## config.mk

```make
export PLATFORM = sky130hd
export DESIGN_NAME = gfrtn_fifo
export DESIGN_NICKNAME = d
export VERILOG_FILES = /design/src/sv/gfrtn_pkg.sv /design/src/sv/gfrtn_fifo.sv
export SDC_FILE = /design/constraint.sdc
export NUM_CORES = 1
export LEC_CHECK = 0
export ABC_AREA = 1
export BUFFER_PORTS_ARGS = -buffer_cell sky130_fd_sc_hd__buf_4
export CAP_MARGIN = 25
export CORE_MARGIN = 1
export CORE_UTILIZATION = 50
export CTS_BUF_LIST = sky130_fd_sc_hd__clkbuf_4
export DETAILED_ROUTE_END_ITERATION = 12
export HOLD_SLACK_MARGIN = 0.06
export PLACE_DENSITY = 0.71
export SYNTH_ARGS = -nofsm -noshare
export SYNTH_HDL_FRONTEND = slang
export SYNTH_SLANG_ARGS = --single-unit
```

## constraint.sdc

```tcl
create_clock -name clk -period 2.22 [get_ports clk]
set_input_delay 0.444 -clock clk [delete_from_list [all_inputs] [get_ports clk]]
set_output_delay 0.444 -clock clk [all_outputs]
set_load 0.02 [all_outputs]
```

## src/sv/gfrtn_pkg.sv

```systemverilog
// Shared types, codes and sizing helpers for the grayscale frame engine.
// No dependencies; every other file refers to this package by scoped names.
package gfrtn_pkg;

  localparam int MAX_WIDTH_DEF  = 512;
  localparam int MAX_HEIGHT_DEF = 512;
  localparam int MID_DEPTH      = 4;
  localparam int OUT_DEPTH      = 4;

  localparam int CFG_IDX_W  = 3;
  localparam int CFG_DATA_W = 10;
  localparam int SIZE_W     = 10;
  localparam int PIX_W      = 8;

  // command codes
  localparam logic [1:0] CMD_START = 2'd0;
  localparam logic [1:0] CMD_WRITE = 2'd1;
  localparam logic [1:0] CMD_READ  = 2'd2;

  // pixel operation codes
  localparam logic [1:0] OP_PASS   = 2'd0;
  localparam logic [1:0] OP_NEG    = 2'd1;
  localparam logic [1:0] OP_THRESH = 2'd2;

  // rotation codes
  localparam logic [1:0] ROT_NONE  = 2'd0;
  localparam logic [1:0] ROT_LEFT  = 2'd1;
  localparam logic [1:0] ROT_RIGHT = 2'd2;

  // register indexes
  localparam logic [CFG_IDX_W-1:0] REG_WIDTH    = 3'd0;
  localparam logic [CFG_IDX_W-1:0] REG_HEIGHT   = 3'd1;
  localparam logic [CFG_IDX_W-1:0] REG_MAX      = 3'd2;
  localparam logic [CFG_IDX_W-1:0] REG_PIXEL_OP = 3'd3;
  localparam logic [CFG_IDX_W-1:0] REG_ROTATION = 3'd4;

  localparam logic [SIZE_W-1:0] WIDTH_RST  = 10'd512;
  localparam logic [SIZE_W-1:0] HEIGHT_RST = 10'd512;
  localparam logic [PIX_W-1:0]  MAX_RST    = 8'd255;

  // what the back end does with one queued item
  typedef enum logic [1:0] {
    KIND_NONE  = 2'd0,
    KIND_WRITE = 2'd1,
    KIND_READ  = 2'd2
  } kind_t;

  typedef struct packed {
    kind_t            kind;
    logic             err;
    logic             last;
    logic             mono;
    logic [PIX_W-1:0] wdata;
  } ctl_t;

  typedef struct packed {
    logic [PIX_W-1:0] max_value;
    logic [1:0]       pixel_op;
  } opcfg_t;

  typedef struct packed {
    logic [PIX_W-1:0] pixel;
    logic             last;
    logic             mono;
    logic             err;
  } res_t;

  // index width for n entries, at least one bit
  function automatic int idx_w(input int n);
    return (n > 1) ? $clog2(n) : 1;
  endfunction

endpackage

```

## src/sv/gfrtn_fifo.sv

```systemverilog
// Small register FIFO with occupancy count; depth must be a power of two.
// Depends on gfrtn_pkg for index sizing.
module gfrtn_fifo #(
  parameter int WIDTH = 8,
  parameter int DEPTH = 4
) (
  input  logic                          clk,
  input  logic                          rst_n,
  input  logic                          push,
  input  logic [WIDTH-1:0]              wdata,
  output logic                          full,
  input  logic                          pop,
  output logic [WIDTH-1:0]              rdata,
  output logic                          empty,
  output logic [$clog2(DEPTH+1)-1:0]    count
);

  localparam int PW = gfrtn_pkg::idx_w(DEPTH);
  localparam int NW = $clog2(DEPTH + 1);

  logic [WIDTH-1:0] mem_r [DEPTH];
  logic [PW-1:0]    wr_ptr_r, wr_ptr_nxt;
  logic [PW-1:0]    rd_ptr_r, rd_ptr_nxt;
  logic [NW-1:0]    cnt_r, cnt_nxt;
  logic             do_push, do_pop;

  assign full    = (cnt_r == NW'(DEPTH));
  assign empty   = (cnt_r == '0);
  assign do_push = push && !full;
  assign do_pop  = pop && !empty;

  // pointers wrap naturally at a power-of-two depth
  always_comb begin
    wr_ptr_nxt = do_push ? wr_ptr_r + PW'(1) : wr_ptr_r;
    rd_ptr_nxt = do_pop  ? rd_ptr_r + PW'(1) : rd_ptr_r;
    cnt_nxt    = cnt_r;
    if (do_push && !do_pop) begin
      cnt_nxt = cnt_r + NW'(1);
    end else if (do_pop && !do_push) begin
      cnt_nxt = cnt_r - NW'(1);
    end
  end

  always_ff @(posedge clk) begin
    if (!rst_n) begin
      wr_ptr_r <= '0;
      rd_ptr_r <= '0;
      cnt_r    <= '0;
    end else begin
      wr_ptr_r <= wr_ptr_nxt;
      rd_ptr_r <= rd_ptr_nxt;
      cnt_r    <= cnt_nxt;
    end
  end

  always_ff @(posedge clk) begin
    if (do_push) begin
      mem_r[wr_ptr_r] <= wdata;
    end
  end

  assign rdata = mem_r[rd_ptr_r];
  assign count = cnt_r;

endmodule

```

**Word-level counts from Yosys, hierarchy flattened**

Memories as Yosys holds them, arrays and structs flattened. A register that Yosys moved wholly into a read port is not among the register bits.
Cells that the tools add are included.

- Register bits after elaboration: 7
- Bits in writable memories: 32
- Output and inout port bits: 13
- Word-level logic and storage cells: 25
- Memories kept: 1

Memories:

| memory | depth | bits a word | rd ports | clocked after memory_dff | write ports | line | source |
|---|---|---|---|---|---|---|---|
| mem_r | 4 | 8 | 1 | 1 | 1 | gfrtn_fifo.sv:21 | `logic [WIDTH-1:0] mem_r [DEPTH];` |

- Add/subtract/negate cells: 4
- Eq/ne operators: 1
- Mux-type cells: 6
- Reduce and logical (&&, ||, !) cells: 10

Operators by type and width:

| operator | count |
|---|---|
| $mux 3 | 2 |
| $add 2x1->2 const B | 2 |
| $logic_and 1x1->1 | 4 |
| $logic_not 1->1 | 4 |
| $mux 2 | 2 |
| $add 3x1->3 const B | 1 |
| $eq 3x3->1 const B | 1 |
| $logic_not 3->1 | 1 |
| $sub 3x1->3 const B | 1 |
| $mux 1 | 2 |
| $reduce_bool 2->1 | 1 |

**Logic depth before layout (Yosys ltp)**

- Depth after elaboration: 7
- Depth in mapped cells: 13

**Worst setup path before layout**

Ideal clock, no wire load.

- Path kind: flip-flop to flip-flop
- From: register cnt_r[0], in the netlist count[0]
- To: register cnt_r[2], in the netlist count[2]
- Setup time: 113 ps
- Data arrival time: 1744 ps
- Slack: 363 ps
- Stages on the path, launching flop included: 14
- Path buffers: 0
- Clock period less this slack: 1857 ps
- Cells stage by stage: dfxtp_1 -> nor2_1 -> nand2_1 -> nand2_2 -> inv_1 -> ha_1 -> inv_1 -> fa_1 -> inv_1 -> nand2_1 -> nand3_1 -> nand2_1 -> nand2_1 -> nor2_1

- Cells in the longest elaborated chain, start to end: 6
- Elaborated cells between the ends (all ways): 15
- Classes of those cells: add/sub (2); eq/ne (1); mux (2); reduce/logical (10)

RTL lines:

| element | line | source |
|---|---|---|
| from (decl) | gfrtn_fifo.sv:24 | `logic [NW-1:0] cnt_r, cnt_nxt;` |
| from (signal assigned) | gfrtn_fifo.sv:52 | `cnt_r <= cnt_nxt;` |
| $eq 3x3->1 * | gfrtn_fifo.sv:27 | `assign full = (cnt_r == NW'(DEPTH));` |
| $logic_not 1->1 * | gfrtn_fifo.sv:29 | `assign do_push = push && !full;` |
| $logic_and 1x1->1 * | gfrtn_fifo.sv:29 |  |
| via do_push | gfrtn_fifo.sv:25 | `logic do_push, do_pop;` |
| $logic_not 1->1 | gfrtn_fifo.sv:39 | `end else if (do_pop && !do_push) begin` |
| $logic_and 1x1->1 | gfrtn_fifo.sv:39 |  |
| $reduce_bool 2->1 (no source line) | n/a |  |

The timed path passes the listed nets; every way through them passes the cells marked *. The select of a mux whose other input is x is not followed.
A chain may end at the register's enable or synchronous reset.

==> impl_metrics.ini <==
[timing]
max_freq_mhz = 492
holdWs_ns = 0.287
worstMarginPinSlew_ns = 0.343
period_share_pct = 91.5
slew_headroom_pct = 77.1
fin_setup_tns_ns = 0
hold_viol = 0
post-route-min-period_ns = 2.03
report.final.slew_viol_count = 0
rsz0062_at_grt = no
clock_skew_ns = 0.00862
setup_viol = 0

[pwr]
ir_drop_uv = 832
power.total_mw = 2.41
power.density_nw_per_um2 = 1180
leakage_nw = 0.826

[yosys]
synth_area_leader_cell = edfxtp_1
ys_seq_area_share_pct = 67.7
avgSynthCellArea_um2 = 11.5
synth_area_leaders = edfxtp_1 57%, dfxtp_1 11%, nor2_1 6.7%, o21ai_0 3.9%, inv_1 3.8%
synth_top_flop_cell = edfxtp_1
synth_edf_count = 32
ys_types = 18
syn_nets = 164
yosysTopAreaCellShare_pct = 57.0
syn_area_um2 = 1690
netlist_top_cells_count = 32 x edfxtp_1, 30 x nor2_1, 17 x inv_1
yosysMostFrequentCell = edfxtp_1
synthArstFlopShare_pct = 0
yosysWarnings = 0
syn-instance-count = 146
ys_ff_latch = 41

[detailed_routing]
wire_per_inst_um = 13.6
routed_wirelength_um = 3060
final_antenna_net_count = 0
avgViaCountPerCell = 5.08
drt_iter0_markers = 28
vias = 1142
dr.pass1.iters = 5
drc = 0

[cells_and_area]
diodes = 0
drive_gt1_share_pct = 23.8
syn_to_final_growth_pct = 20.9
layout.nets = 198
finalNonFillerCells = 225

[floorplan]
io_pins = 25
die_area_um2 = 3610
start_util_pct = 53.9
rows = 20
die_y_um = 60.1
fp.dieW_um = 60.1
coreArea_um2 = 3130

[worst_hold_path]
hold_path_class = in -> reg

[global_routing]
antenna_found_initial = 0
grt_use_met2_pct = 37.8
grt_pass1_vias = 1125
grt_pass1_wl_um = 4870
busiest_layer = met2
overflow = 0
grt_use_total_pct = 19.5
grt_use_met1_pct = 18.3
grt_start_max_net_pins = 17
grt_use_met3_pct = 6.71

[critical_path]
crit_fanout = 16
crit_chain = inv_2 > o21ai_0 > o22ai_1 > buf_4
cp_num_buf_inv = 2
required_ns = 1.78
slowest_delay_ns = 0.54
crit_family = flip-flops
critical_path_class = reg -> out
arrival_ns = 1.59
cpMaxStageDelayCell = dfxtp_1
cp-start-kind = register
endpoint_kind = output port

[clock_network]
root_buffer = clkbuf_4
cts_resized = 0
htreeDepth = 2
clk_pin_slew_worst_paths_ns = 0.12
numCtsBuffers = 5
cts_setup_buffers = 0
clock_path_buffers = 2
ctsHoldBuffers = 0
clock_latency_ns = 0.34
cts_sinks = 41
cts_tree = built

[placement]
place_congestion = 0.796
io_buffers = 24
placed_cells = 217
dp_hpwl_um = 2160

[run]
maxCapViolations = 0

[run_status]
status = complete, no violations
-- final timing paths --
kind	startpoint	endpoint	slack [ns]	cells after the start
setup reg to reg	count[0]$_SDFFE_PN0P_	count[2]$_SDFFE_PN0P_	0.29	13
setup / recovery	register	rdata[1]	0.19	4
hold reg to reg	rd_ptr_r[0]$_SDFFE_PN0P_	rd_ptr_r[0]$_SDFFE_PN0P_	0.52	2
hold / removal	wdata[2]	mem_r[3][2]$_DFFE_PP_	0.29	1
-- power by group --
group / total [mW] / internal [mW] / switching (mW)
clock network: 0.578 / 0.349 / 0.229
registers: 1.02 / 0.941 / 0.0796
logic: 0.815 / 0.321 / 0.494
total: 2.41 / 1.61 / 0.803
-- layer usage --
layer  part of all wire (%)  wire (um)  vias to the layer above
met5                      0          0                        -
met4                   0.98         30                        0
met3                    5.3        163                        6
met2                     55       1670                       33
met1                     39       1200                      538
li1                       -          -                      565
-- worst register-to-register path: cells and delay by family, from the launching register on --
family	cells	cell delay, ns
adders and majority gates	2	0.57
and+or+nand+nor	8	0.59
DFF	1	0.44
buffers and inverters	3	0.24
-- final cells by class --
cell class | count | area, um^2
clock inverter | 3 | 65.1
clock buffer | 5 | 37.5
inverter | 18 | 67.6
tap | 44 | 55.1
multi-input combinational | 85 | 454
timing repair buffer | 29 | 218
sequential | 41 | 1140
fill | 241 | 1090
-- flip-flops by register name (all words and copies together) (netlist names), named ones only --
name and flops:
mem_r 32, rd_ptr_r 2, count 3, wr_ptr_r 2
-- through the flow --
stage	utilization [%]	cell area [um^2]	setup WS [ns]
2_1_floorplan	-	1690	0.363
6_report	65.2	2040	0.188
3_3_place_gp	61.9	1940	0.415
3_5_place_dp	61.9	1940	0.307
5_1_grt	65.2	2040	0.0395
4_1_cts	65.2	2040	0.149
-- cell usage in the layout (no fill, tap or decap) --
cell type,count
edfxtp_1,32
nor2_1,30
buf_4,29
inv_1,17
nand2_1,13
o21ai_0,13
dfxtp_1,9
o22ai_1,8
ha_1,5
clkbuf_4,5
nand3_1,4
o21ai_2,3
a21oi_1,3
nand2_2,2
bufinv_16,2
inv_2,1
o21ai_1,1
xor2_1,1
nand3b_1,1
fa_1,1
clkinv_2,1
-- logic make-up after synthesis --
group / count (synthesis) / share of synthesized area [%]
xor+xnor: 1 / 0.520
buf+inv: 20 / 5.34
flops: 41 / 67.7
fa+ha+maj: 6 / 4.90
simple gates: 50 / 12.0
compound gates: 28 / 9.58
Note: power is estimated with default switching activity, not from simulation.
