--- src/sv/gfrtn_pkg.sv ---
// Shared types, codes and sizing helpers for the grayscale frame engine.
// No dependencies; every other file refers to this package by scoped names.
package gfrtn_pkg;

  localparam int MAX_WIDTH_DEF  = 512;
  localparam int MAX_HEIGHT_DEF = 512;
  localparam int MID_DEPTH      = 4;
  localparam int OUT_DEPTH      = 4;

  localparam int CFG_IDX_W  = 3;
  localparam int CFG_DATA_W = 10;
  localparam int SIZE_W     = 10;
  localparam int PIX_W      = 8;

  // command codes
  localparam logic [1:0] CMD_START = 2'd0;
  localparam logic [1:0] CMD_WRITE = 2'd1;
  localparam logic [1:0] CMD_READ  = 2'd2;

  // pixel operation codes
  localparam logic [1:0] OP_PASS   = 2'd0;
  localparam logic [1:0] OP_NEG    = 2'd1;
  localparam logic [1:0] OP_THRESH = 2'd2;

  // rotation codes
  localparam logic [1:0] ROT_NONE  = 2'd0;
  localparam logic [1:0] ROT_LEFT  = 2'd1;
  localparam logic [1:0] ROT_RIGHT = 2'd2;

  // register indexes
  localparam logic [CFG_IDX_W-1:0] REG_WIDTH    = 3'd0;
  localparam logic [CFG_IDX_W-1:0] REG_HEIGHT   = 3'd1;
  localparam logic [CFG_IDX_W-1:0] REG_MAX      = 3'd2;
  localparam logic [CFG_IDX_W-1:0] REG_PIXEL_OP = 3'd3;
  localparam logic [CFG_IDX_W-1:0] REG_ROTATION = 3'd4;

  localparam logic [SIZE_W-1:0] WIDTH_RST  = 10'd512;
  localparam logic [SIZE_W-1:0] HEIGHT_RST = 10'd512;
  localparam logic [PIX_W-1:0]  MAX_RST    = 8'd255;

  // what the back end does with one queued item
  typedef enum logic [1:0] {
    KIND_NONE  = 2'd0,
    KIND_WRITE = 2'd1,
    KIND_READ  = 2'd2
  } kind_t;

  typedef struct packed {
    kind_t            kind;
    logic             err;
    logic             last;
    logic             mono;
    logic [PIX_W-1:0] wdata;
  } ctl_t;

  typedef struct packed {
    logic [PIX_W-1:0] max_value;
    logic [1:0]       pixel_op;
  } opcfg_t;

  typedef struct packed {
    logic [PIX_W-1:0] pixel;
    logic             last;
    logic             mono;
    logic             err;
  } res_t;

  // index width for n entries, at least one bit
  function automatic int idx_w(input int n);
    return (n > 1) ? $clog2(n) : 1;
  endfunction

endpackage

--- src/sv/gfrtn_front.sv ---
// Front end: config registers, command decode, write/read counters, mono flag
// and source address generation. Depends on gfrtn_pkg.
module gfrtn_front #(
  parameter int MAX_WIDTH  = gfrtn_pkg::MAX_WIDTH_DEF,
  parameter int MAX_HEIGHT = gfrtn_pkg::MAX_HEIGHT_DEF
) (
  input  logic                                  clk,
  input  logic                                  rst_n,
  input  logic                                  in_push,
  output logic                                  in_full,
  input  logic [1:0]                            in_command,
  input  logic [gfrtn_pkg::PIX_W-1:0]           in_pixel_in,
  input  logic                                  cfg_valid,
  output logic                                  cfg_ready,
  input  logic [gfrtn_pkg::CFG_IDX_W-1:0]       cfg_index,
  input  logic [gfrtn_pkg::CFG_DATA_W-1:0]      cfg_data,
  output gfrtn_pkg::opcfg_t                     op_cfg,
  input  logic                                  q_full,
  output logic                                  q_push,
  output gfrtn_pkg::ctl_t                       q_ctl,
  output logic [gfrtn_pkg::idx_w(MAX_WIDTH*MAX_HEIGHT)-1:0] q_addr
);

  localparam int MAXD = (MAX_WIDTH > MAX_HEIGHT) ? MAX_WIDTH : MAX_HEIGHT;
  localparam int DW   = $clog2(MAXD + 1);
  localparam int CW   = gfrtn_pkg::idx_w(MAXD);
  localparam int AW   = gfrtn_pkg::idx_w(MAX_WIDTH * MAX_HEIGHT);
  localparam int TW   = $clog2(MAX_WIDTH * MAX_HEIGHT + 1);
  localparam int SW   = gfrtn_pkg::SIZE_W;
  localparam int PW   = gfrtn_pkg::PIX_W;

  // clamped reset sizes and their product
  localparam int W_RST = (int'(gfrtn_pkg::WIDTH_RST) == 0) ? 1 :
                         (int'(gfrtn_pkg::WIDTH_RST) > MAX_WIDTH) ? MAX_WIDTH :
                         int'(gfrtn_pkg::WIDTH_RST);
  localparam int H_RST = (int'(gfrtn_pkg::HEIGHT_RST) == 0) ? 1 :
                         (int'(gfrtn_pkg::HEIGHT_RST) > MAX_HEIGHT) ? MAX_HEIGHT :
                         int'(gfrtn_pkg::HEIGHT_RST);
  localparam int TOTAL_RST = W_RST * H_RST;

  function automatic logic [DW-1:0] clamp_size(input logic [SW-1:0] v,
                                               input logic [DW-1:0] hi);
    logic [DW-1:0] r;
    if (v == '0) begin
      r = DW'(1);
    end else if ({{DW{1'b0}}, v} > {{SW{1'b0}}, hi}) begin
      r = hi;
    end else begin
      r = DW'(v);
    end
    return r;
  endfunction

  logic [SW-1:0] width_r, width_nxt;
  logic [SW-1:0] height_r, height_nxt;
  logic [PW-1:0] maxv_r, maxv_nxt;
  logic [1:0]    pop_r, pop_nxt;
  logic [1:0]    rot_r, rot_nxt;
  logic [DW-1:0] w_r, w_nxt;
  logic [DW-1:0] h_r, h_nxt;
  logic [TW-1:0] total_r, total_nxt;
  logic [2*DW-1:0] size_prod;

  logic [TW-1:0] wcnt_r, wcnt_nxt;
  logic [CW-1:0] row_r, row_nxt;
  logic [CW-1:0] col_r, col_nxt;
  logic          mono_r, mono_nxt;

  logic          accept;
  logic          loaded;
  logic          rotated;
  logic [DW-1:0] ow, oh;
  logic [CW-1:0] r_eff, c_eff;
  logic [DW-1:0] r_ext, c_ext;
  logic [DW-1:0] mul_a, add_b;
  logic [2*DW-1:0] src_full;
  logic          at_col_end, at_last;
  gfrtn_pkg::ctl_t ctl;
  logic [AW-1:0] addr;

  assign cfg_ready = 1'b1;

  // config next values; sizes and their product are registered alongside
  always_comb begin
    width_nxt  = width_r;
    height_nxt = height_r;
    maxv_nxt   = maxv_r;
    pop_nxt    = pop_r;
    rot_nxt    = rot_r;
    if (cfg_valid) begin
      case (cfg_index)
        gfrtn_pkg::REG_WIDTH:    width_nxt  = cfg_data;
        gfrtn_pkg::REG_HEIGHT:   height_nxt = cfg_data;
        gfrtn_pkg::REG_MAX:      maxv_nxt   = cfg_data[PW-1:0];
        gfrtn_pkg::REG_PIXEL_OP: pop_nxt    = cfg_data[1:0];
        gfrtn_pkg::REG_ROTATION: rot_nxt    = cfg_data[1:0];
        default: ;
      endcase
    end
    w_nxt     = clamp_size(width_nxt, DW'(MAX_WIDTH));
    h_nxt     = clamp_size(height_nxt, DW'(MAX_HEIGHT));
    size_prod = {{DW{1'b0}}, w_nxt} * {{DW{1'b0}}, h_nxt};
    total_nxt = size_prod[TW-1:0];
  end

  assign accept  = in_push && !q_full;
  assign in_full = q_full;
  assign loaded  = (wcnt_r >= total_r);
  assign rotated = (rot_r == gfrtn_pkg::ROT_LEFT) || (rot_r == gfrtn_pkg::ROT_RIGHT);
  assign ow      = rotated ? h_r : w_r;
  assign oh      = rotated ? w_r : h_r;

  // a size change can leave the read position outside the frame
  always_comb begin
    if ((DW'(row_r) >= oh) || (DW'(col_r) >= ow)) begin
      r_eff = '0;
      c_eff = '0;
    end else begin
      r_eff = row_r;
      c_eff = col_r;
    end
    r_ext = DW'(r_eff);
    c_ext = DW'(c_eff);
  end

  always_comb begin
    case (rot_r)
      gfrtn_pkg::ROT_LEFT: begin
        mul_a = c_ext;
        add_b = w_r - DW'(1) - r_ext;
      end
      gfrtn_pkg::ROT_RIGHT: begin
        mul_a = h_r - DW'(1) - c_ext;
        add_b = r_ext;
      end
      default: begin
        mul_a = r_ext;
        add_b = c_ext;
      end
    endcase
    src_full = ({{DW{1'b0}}, mul_a} * {{DW{1'b0}}, w_r}) + {{DW{1'b0}}, add_b};
  end

  assign at_col_end = (c_ext == ow - DW'(1));
  assign at_last    = at_col_end && (r_ext == oh - DW'(1));

  always_comb begin
    wcnt_nxt = wcnt_r;
    row_nxt  = row_r;
    col_nxt  = col_r;
    mono_nxt = mono_r;
    ctl      = '{kind: gfrtn_pkg::KIND_NONE, err: 1'b0, last: 1'b0, mono: 1'b0,
                 wdata: in_pixel_in};
    addr     = '0;
    unique case (in_command)
      gfrtn_pkg::CMD_START: begin
        wcnt_nxt = '0;
        row_nxt  = '0;
        col_nxt  = '0;
        mono_nxt = 1'b1;
      end
      gfrtn_pkg::CMD_WRITE: begin
        if (loaded) begin
          ctl.err = 1'b1;
        end else begin
          ctl.kind = gfrtn_pkg::KIND_WRITE;
          addr     = wcnt_r[AW-1:0];
          wcnt_nxt = wcnt_r + TW'(1);
          if ((in_pixel_in != '0) && (in_pixel_in != maxv_r)) begin
            mono_nxt = 1'b0;
          end
        end
      end
      gfrtn_pkg::CMD_READ: begin
        if (!loaded) begin
          ctl.err = 1'b1;
        end else begin
          ctl.kind = gfrtn_pkg::KIND_READ;
          ctl.last = at_last;
          ctl.mono = (pop_r == gfrtn_pkg::OP_THRESH) && mono_r;
          addr     = src_full[AW-1:0];
          if (at_last) begin
            row_nxt = '0;
            col_nxt = '0;
          end else if (at_col_end) begin
            row_nxt = r_eff + CW'(1);
            col_nxt = '0;
          end else begin
            row_nxt = r_eff;
            col_nxt = c_eff + CW'(1);
          end
        end
      end
      default: ;
    endcase
  end

  always_ff @(posedge clk) begin
    if (!rst_n) begin
      width_r  <= gfrtn_pkg::WIDTH_RST;
      height_r <= gfrtn_pkg::HEIGHT_RST;
      maxv_r   <= gfrtn_pkg::MAX_RST;
      pop_r    <= gfrtn_pkg::OP_PASS;
      rot_r    <= gfrtn_pkg::ROT_NONE;
      w_r      <= DW'(W_RST);
      h_r      <= DW'(H_RST);
      total_r  <= TW'(TOTAL_RST);
      wcnt_r   <= '0;
      row_r    <= '0;
      col_r    <= '0;
      mono_r   <= 1'b1;
    end else begin
      width_r  <= width_nxt;
      height_r <= height_nxt;
      maxv_r   <= maxv_nxt;
      pop_r    <= pop_nxt;
      rot_r    <= rot_nxt;
      w_r      <= w_nxt;
      h_r      <= h_nxt;
      total_r  <= total_nxt;
      if (accept) begin
        wcnt_r <= wcnt_nxt;
        row_r  <= row_nxt;
        col_r  <= col_nxt;
        mono_r <= mono_nxt;
      end
    end
  end

  assign q_push         = accept;
  assign q_ctl          = ctl;
  assign q_addr         = addr;
  assign op_cfg.max_value = maxv_r;
  assign op_cfg.pixel_op  = pop_r;

endmodule

--- config.mk ---
export PLATFORM = sky130hd
export DESIGN_NAME = gfrtn_front
export DESIGN_NICKNAME = d
export VERILOG_FILES = /design/src/sv/gfrtn_pkg.sv /design/src/sv/gfrtn_front.sv
export SDC_FILE = /design/constraint.sdc
export NUM_CORES = 1
export LEC_CHECK = 0
export BUFFER_PORTS_ARGS = -buffer_cell sky130_fd_sc_hd__buf_2
export CAP_MARGIN = 20
export CORE_MARGIN = 5
export CORE_UTILIZATION = 67
export DETAILED_ROUTE_END_ITERATION = 8
export PLACE_DENSITY_LB_ADDON = 0.05
export SYNTH_ARGS = -nofsm -noshare
export SYNTH_HDL_FRONTEND = slang
export SYNTH_SLANG_ARGS = --single-unit
--- constraint.sdc ---
create_clock -name clk -period 30 [get_ports clk]
set_clock_uncertainty 0.2 [all_clocks]
set_input_delay 1.5 -clock clk [delete_from_list [all_inputs] [get_ports clk]]
set_output_delay 1.5 -clock clk [all_outputs]
set_load 0.01 [all_outputs]
Word level (Yosys, flattened, before mapping)

Cells that the tools add are included.

Muxes and demuxes: 37
Magnitude comparators: 5
$mul: 2
Equality and inequality tests: 15
Reduce and logical (&&, ||, !) cells: 20
Add/subtract/negate cells: 10

Operators by type and width:

| kind                                                                  | number |
|---|---|
| 10-bit 2-to-1 mux                                                     | 10 |
| 9-bit 2-to-1 mux                                                      | 8 |
| 10-bit one-hot mux with 2 select lines                                | 2 |
| 10-bit by 1-bit subtractor with 10-bit output, second input constant  | 4 |
| 19-bit one-hot mux with 2 select lines                                | 1 |
| 18-bit 2-to-1 mux                                                     | 2 |
| 18-bit one-hot mux with 2 select lines                                | 1 |
| 9-bit one-hot mux with 2 select lines                                 | 2 |
| 9-bit by 10-bit equality test with 1-bit output                       | 2 |
| 9-bit by 10-bit greater-or-equal comparator with 1-bit output         | 2 |
| 10-bit greater-than comparator, second input constant                 | 2 |
| 10-bit logical NOT                                                    | 2 |
| 10-bit by 9-bit subtractor with 10-bit output                         | 2 |
| 19-bit by 1-bit adder with 19-bit output, second input constant       | 1 |
| 19-bit greater-or-equal comparator                                    | 1 |
| 10-bit by 10-bit multiplier with 19-bit output                        | 1 |
| 19-bit 2-to-1 mux                                                     | 1 |
| 18-bit by 10-bit adder with 18-bit output                             | 1 |
| 9-bit by 1-bit adder with 9-bit output, second input constant         | 2 |
| 10-bit by 10-bit multiplier with 18-bit output                        | 1 |
| 8-bit != test                                                         | 1 |
| 8-bit nonzero test                                                    | 1 |
| 2-bit equality test, second input constant                            | 3 |
| 3-bit by 2-bit equality test with 1-bit output, second input constant | 2 |
| other kinds (17)                                                      | 34 |

Bits in registers: 109
Logic and storage cells: 101

Longest topological paths before layout

Word-level depth: 12
Mapped depth: 47

Least setup slack after synthesis

Ideal clock, no wire load.

Path type: register to output
From: register rot_r[0]
To: output q_addr[16] (netlist bit)
Path slack: 18306 ps
Stages on the path, launching flop included: 45
Arrival time: 9994 ps
Path buffers: 10
Data required time: 28300 ps
Cell sequence: dfxtp_1 inv_1 ha_1 buf_6 buf_8 buf_6 buf_4 clkbuf_1 clkbuf_1 mux2i_1 ha_1 and2_1 a221oi_1 o21ai_0 o211ai_1 and3_4 buf_2 buf_1 [9 not listed] a21oi_1 nand2_1 fa_1 inv_1 fa_1 fa_1 fa_1 inv_1 fa_1 inv_1 ha_1 and3_1 a211oi_1 o21bai_1 a21oi_1 o21ai_0 xor2_1 a22o_1

Longest elaborated chain between the ends: 12
Elaborated cells on any way between the ends: 18
Classes of those cells: 3 x add/sub; 1 x mul; 2 x order compare; 2 x eq/ne; 8 x mux; 2 x reduce/logical

RTL lines:

| what                                                                                  | line                                   | text |
|---|---|---|
| from (decl)                                                                           | gfrtn_front.sv:58                      | `logic [1:0] rot_r, rot_nxt;` |
| from (signal assigned)                                                                | gfrtn_front.sv:204                     | `rot_r <= gfrtn_pkg::ROT_NONE;` |
| from (signal assigned)                                                                | gfrtn_front.sv:217                     | `rot_r <= rot_nxt;` |
| 2-bit by 1-bit equality test with 1-bit output or 2-bit equality test (tied branches) | gfrtn_front.sv:109, gfrtn_front.sv:127 |  |
| 1-bit logical OR                                                                      | gfrtn_front.sv:109                     | `assign rotated = (rot_r == gfrtn_pkg::ROT_LEFT) \|\| (rot_r == gfrtn_pkg::ROT_RIGHT);` |
| 10-bit 2-to-1 mux, on equally long branches                                           | gfrtn_front.sv:111, gfrtn_front.sv:110 |  |
| 9-bit by 10-bit greater-or-equal comparator with 1-bit output                         | gfrtn_front.sv:115                     | `if ((DW'(row_r) >= oh) \|\| (DW'(col_r) >= ow)) begin` |
| 1-bit logical OR                                                                      | gfrtn_front.sv:115                     |  |
| 9-bit 2-to-1 mux                                                                      | gfrtn_front.sv:115                     |  |
| 10-bit by 9-bit subtractor with 10-bit output                                         | gfrtn_front.sv:133                     | `mul_a = h_r - DW'(1) - c_ext;` |
| 10-bit one-hot mux with 2 select lines                                                | gfrtn_front.sv:127                     | `case (rot_r)` |
| 10-bit by 10-bit multiplier with 18-bit output                                        | gfrtn_front.sv:141                     | `src_full = ({{DW{1'b0}}, mul_a} * {{DW{1'b0}}, w_r}) + {{DW{1'b0}}, add_b};` |
| 18-bit by 10-bit adder with 18-bit output (*)                                         | gfrtn_front.sv:141                     |  |
| 18-bit 2-to-1 mux (*)                                                                 | gfrtn_front.sv:175                     | `if (!loaded) begin` |
| 18-bit one-hot mux with 2 select lines (*)                                            | gfrtn_front.sv:155                     | `unique case (in_command)` |
| to (decl)                                                                             | gfrtn_front.sv:21                      | `output logic [gfrtn_pkg::idx_w(MAX_WIDTH*MAX_HEIGHT)-1:0] q_addr` |

Mark *: on every way between the ends. The rest lies on a longest branch, timed or not.

Worst setup path after layout

Same ends and word-level chain as after synthesis.

==> impl_metrics.json <==
{
  "avgSynthCellArea_um2": 8.31,
  "critPathKind": "flip-flop to output pin",
  "drc_errors": 0,
  "yosys.area_share.simple": 0.215,
  "fmax_ghz": 0.0796,
  "clock-sinks": 108,
  "crit_start": "rot_r[0]",
  "synthXorXnorAreaFrac": 0.0575,
  "synth_compound_area_frac": 0.127,
  "syn_area_um2": 14300,
  "synth_edf_count": 0,
  "cts_tree": "built",
  "synth_fp_nets": 2049,
  "grt_setup_unrepaired": "no",
  "clk_pin_slew_ns": 0.08,
  "cp_common_cell": "fa_1",
  "fin_nets": 2068,
  "drive_above_1_share": 0.0772,
  "cts_hold_buf": 0,
  "hp-class": "flip-flop to flip-flop",
  "portBuffers": 70,
  "outcome": "complete, no violations",
  "top_usage_layer": "met2",
  "cts_buffers": 9,
  "synthAdderAreaFrac": 0.329,
  "setup_viol": 0,
  "grt_use_met1": 0.421,
  "setup.worst_path.end_class": "output pin",
  "place.gp.congestion": 0.963,
  "coreArea_um2": 21000,
  "antenna_found_initial": 0,
  "period_minus_slack_ns": 12.57,
  "die_w_um": 156,
  "use_met2": 0.550,
  "pin_count": 72,
  "viasPerCell": 6.12,
  "ant_nets": 0,
  "hold_path_startpoint": "wcnt_r[18]",
  "grt_overflow_total": 0,
  "whs_ns": 0.300,
  "worst_slew_pin_slew_ns": 1.03,
  "grt_max_degree": 71,
  "worst_ep_required_time_ns": 28.30,
  "dr.pass1.iters": 8,
  "fin_crit_sh": 0.419,
  "crit_path_start_kind": "flip-flop",
  "synthMuxAreaShare": 0.0379,
  "crit_path_top_delay_cell": "a21oi_1",
  "vias": 12400,
  "maxSlewHeadroom": 0.310,
  "totalNegativeSetupSlack_ns": 0,
  "cts_setup_buffers": 0,
  "grt_pass1_vias": 12500,
  "ys_warn_count": 0,
  "critical_path_arrival_ns": 10.87,
  "post-route-util": 0.717,
  "htree_levels": 3,
  "ys_ff_latch": 108,
  "die_h_um": 156,
  "leakage_nw": 7.08,
  "hold_viol_final": 0,
  "use_met3": 0.0423,
  "slowest_delay_ns": 0.64,
  "finalPower_mw": 0.317,
  "cts.repair.resized": 0,
  "grt_pass1_wl_um": 64000,
  "clk_latency_ns": 0.37,
  "synth_ff_type": "dfxtp_1",
  "peakVddDrop_uv": 23.9,
  "rows": 53,
  "final_cell_area_um2": 15100,
  "yosysUniqueCellTypes": 89,
  "clk_path_buf_depth": 2,
  "maxCapViolCount": 0,
  "drt-initial-drc-count": 1036,
  "area_delta_synth_final_pct": 5.12,
  "wl_um": 38200,
  "start_util": 0.682,
  "slew_violations": 0,
  "antenna-diode-count": 0,
  "hpwl_um": 29700,
  "dieArea_um2": 24400,
  "post_dp_cell_area_um2": 14700,
  "worstPathMaxFanout": 70,
  "netlist_instances": 1725,
  "synth_top_family_by_area": "adder cells",
  "clock-root-buffer": "clkbuf_16",
  "r2r-start": "height_r[5]",
  "p_per_area_nw_per_um2": 21.0,
  "track_usage": 0.324,
  "wl_per_cell_um": 18.9,
  "synthArstFlopShare": 0,
  "ys_seq_area_frac": 0.151
}
## Yosys cell counts, types with 42 or more instances
cell,count,area [um^2]
fa_1,134,2680
clkbuf_1,49,184
nor3_1,48,240
a21oi_1,53,265
ha_1,162,2030
mux2i_1,45,450
and2_1,55,344
o21ai_0,46,230
dfxtp_1,108,2160
nand2_1,185,694
inv_1,212,796
xnor2_1,55,482
nor2_1,162,608
nand3_1,42,210
## final cells by class
| type | count | area, um^2 |
|---|---|---|
| timing repair buffer | 83 | 452 |
| sequential | 108 | 2160 |
| fill | 1719 | 5960 |
| clock inverter | 7 | 86.3 |
| clock buffer | 9 | 225 |
| inverter | 213 | 800 |
| multi-input combinational | 1329 | 11000 |
| tap | 275 | 344 |
## power by group
| group | internal (mW) | switching [mW] |
|---|---|---|
| Sequential | 0.145 | 0.00169 |
| Clock | 0.0605 | 0.0666 |
| Combinational | 0.0152 | 0.0281 |
## cell families (layout without fill, tap and decap cells)
family | after synthesis | after routing
and+or+nand+nor | 633 | 633
adders and majority gates | 296 | 296
buffers and inverters | 288 | 312
AOI/OAI and AO/OA | 256 | 256
DFF | 108 | 108
xor gates and xnor gates | 91 | 91
muxes | 52 | 52
other | 1 | 1
## per-layer routing
layer  vias up  part of all wire
met5         -                 0
met3       114             0.068
li1       5831                 -
met1      5956              0.41
met4         0             0.037
met2       482              0.49
## cells in the final DEF, fill, tap and decap left out, types with 22 or more instances in the layout
cell,Yosys,final
xor2_1,34,34
buf_2,2,70
nor3_1,48,47
and2_1,55,55
nand3_1,42,42
fa_1,134,134
mux2i_1,45,45
nor2_1,162,162
dfxtp_1,108,108
xnor2_1,55,55
nand4_1,22,22
nand2b_1,28,28
a21oi_1,53,53
ha_1,162,161
o21ai_0,46,46
inv_1,212,212
nand2_1,185,185
## per-stage QoR
stage	instances	setup slack (ns)
final	2024	17.43
after global routing	2024	16.61
after CTS	2022	17.52
after detailed placement	2006	17.90
after global placement	2006	18.16
after floorplan	1725	18.31
## flip-flops by register name (all words and copies together), names as in the netlist, 2 cells and up
register and count:
w_r 10, total_r 19, row_r 9, h_r 9, wcnt_r 19, rot_r 2
height_r 10, pop_r 2, maxv_r 8, col_r 9, width_r 10
## critical path: cells and delay by family, from the launching register on
kind / cells / cell delay, ns
flops: 1 / 0.36
buf+inv: 7 / 1.02
compound gates: 13 / 3.00
mux: 1 / 0.45
xor+xnor: 2 / 0.33
simple gates: 6 / 1.41
fa+ha+maj: 10 / 3.95
## path summary, 6_finish.rpt
kind	slack, ns	to	cells past startpoint
setup reg to reg	23.06	total_r[18]	24
hold / removal	0.30	wcnt_r[18]	2
setup / recovery	17.43	q_addr[16]	39
hold reg to reg	0.30	wcnt_r[18]	2
Note: power is estimated with default switching activity, not from simulation.
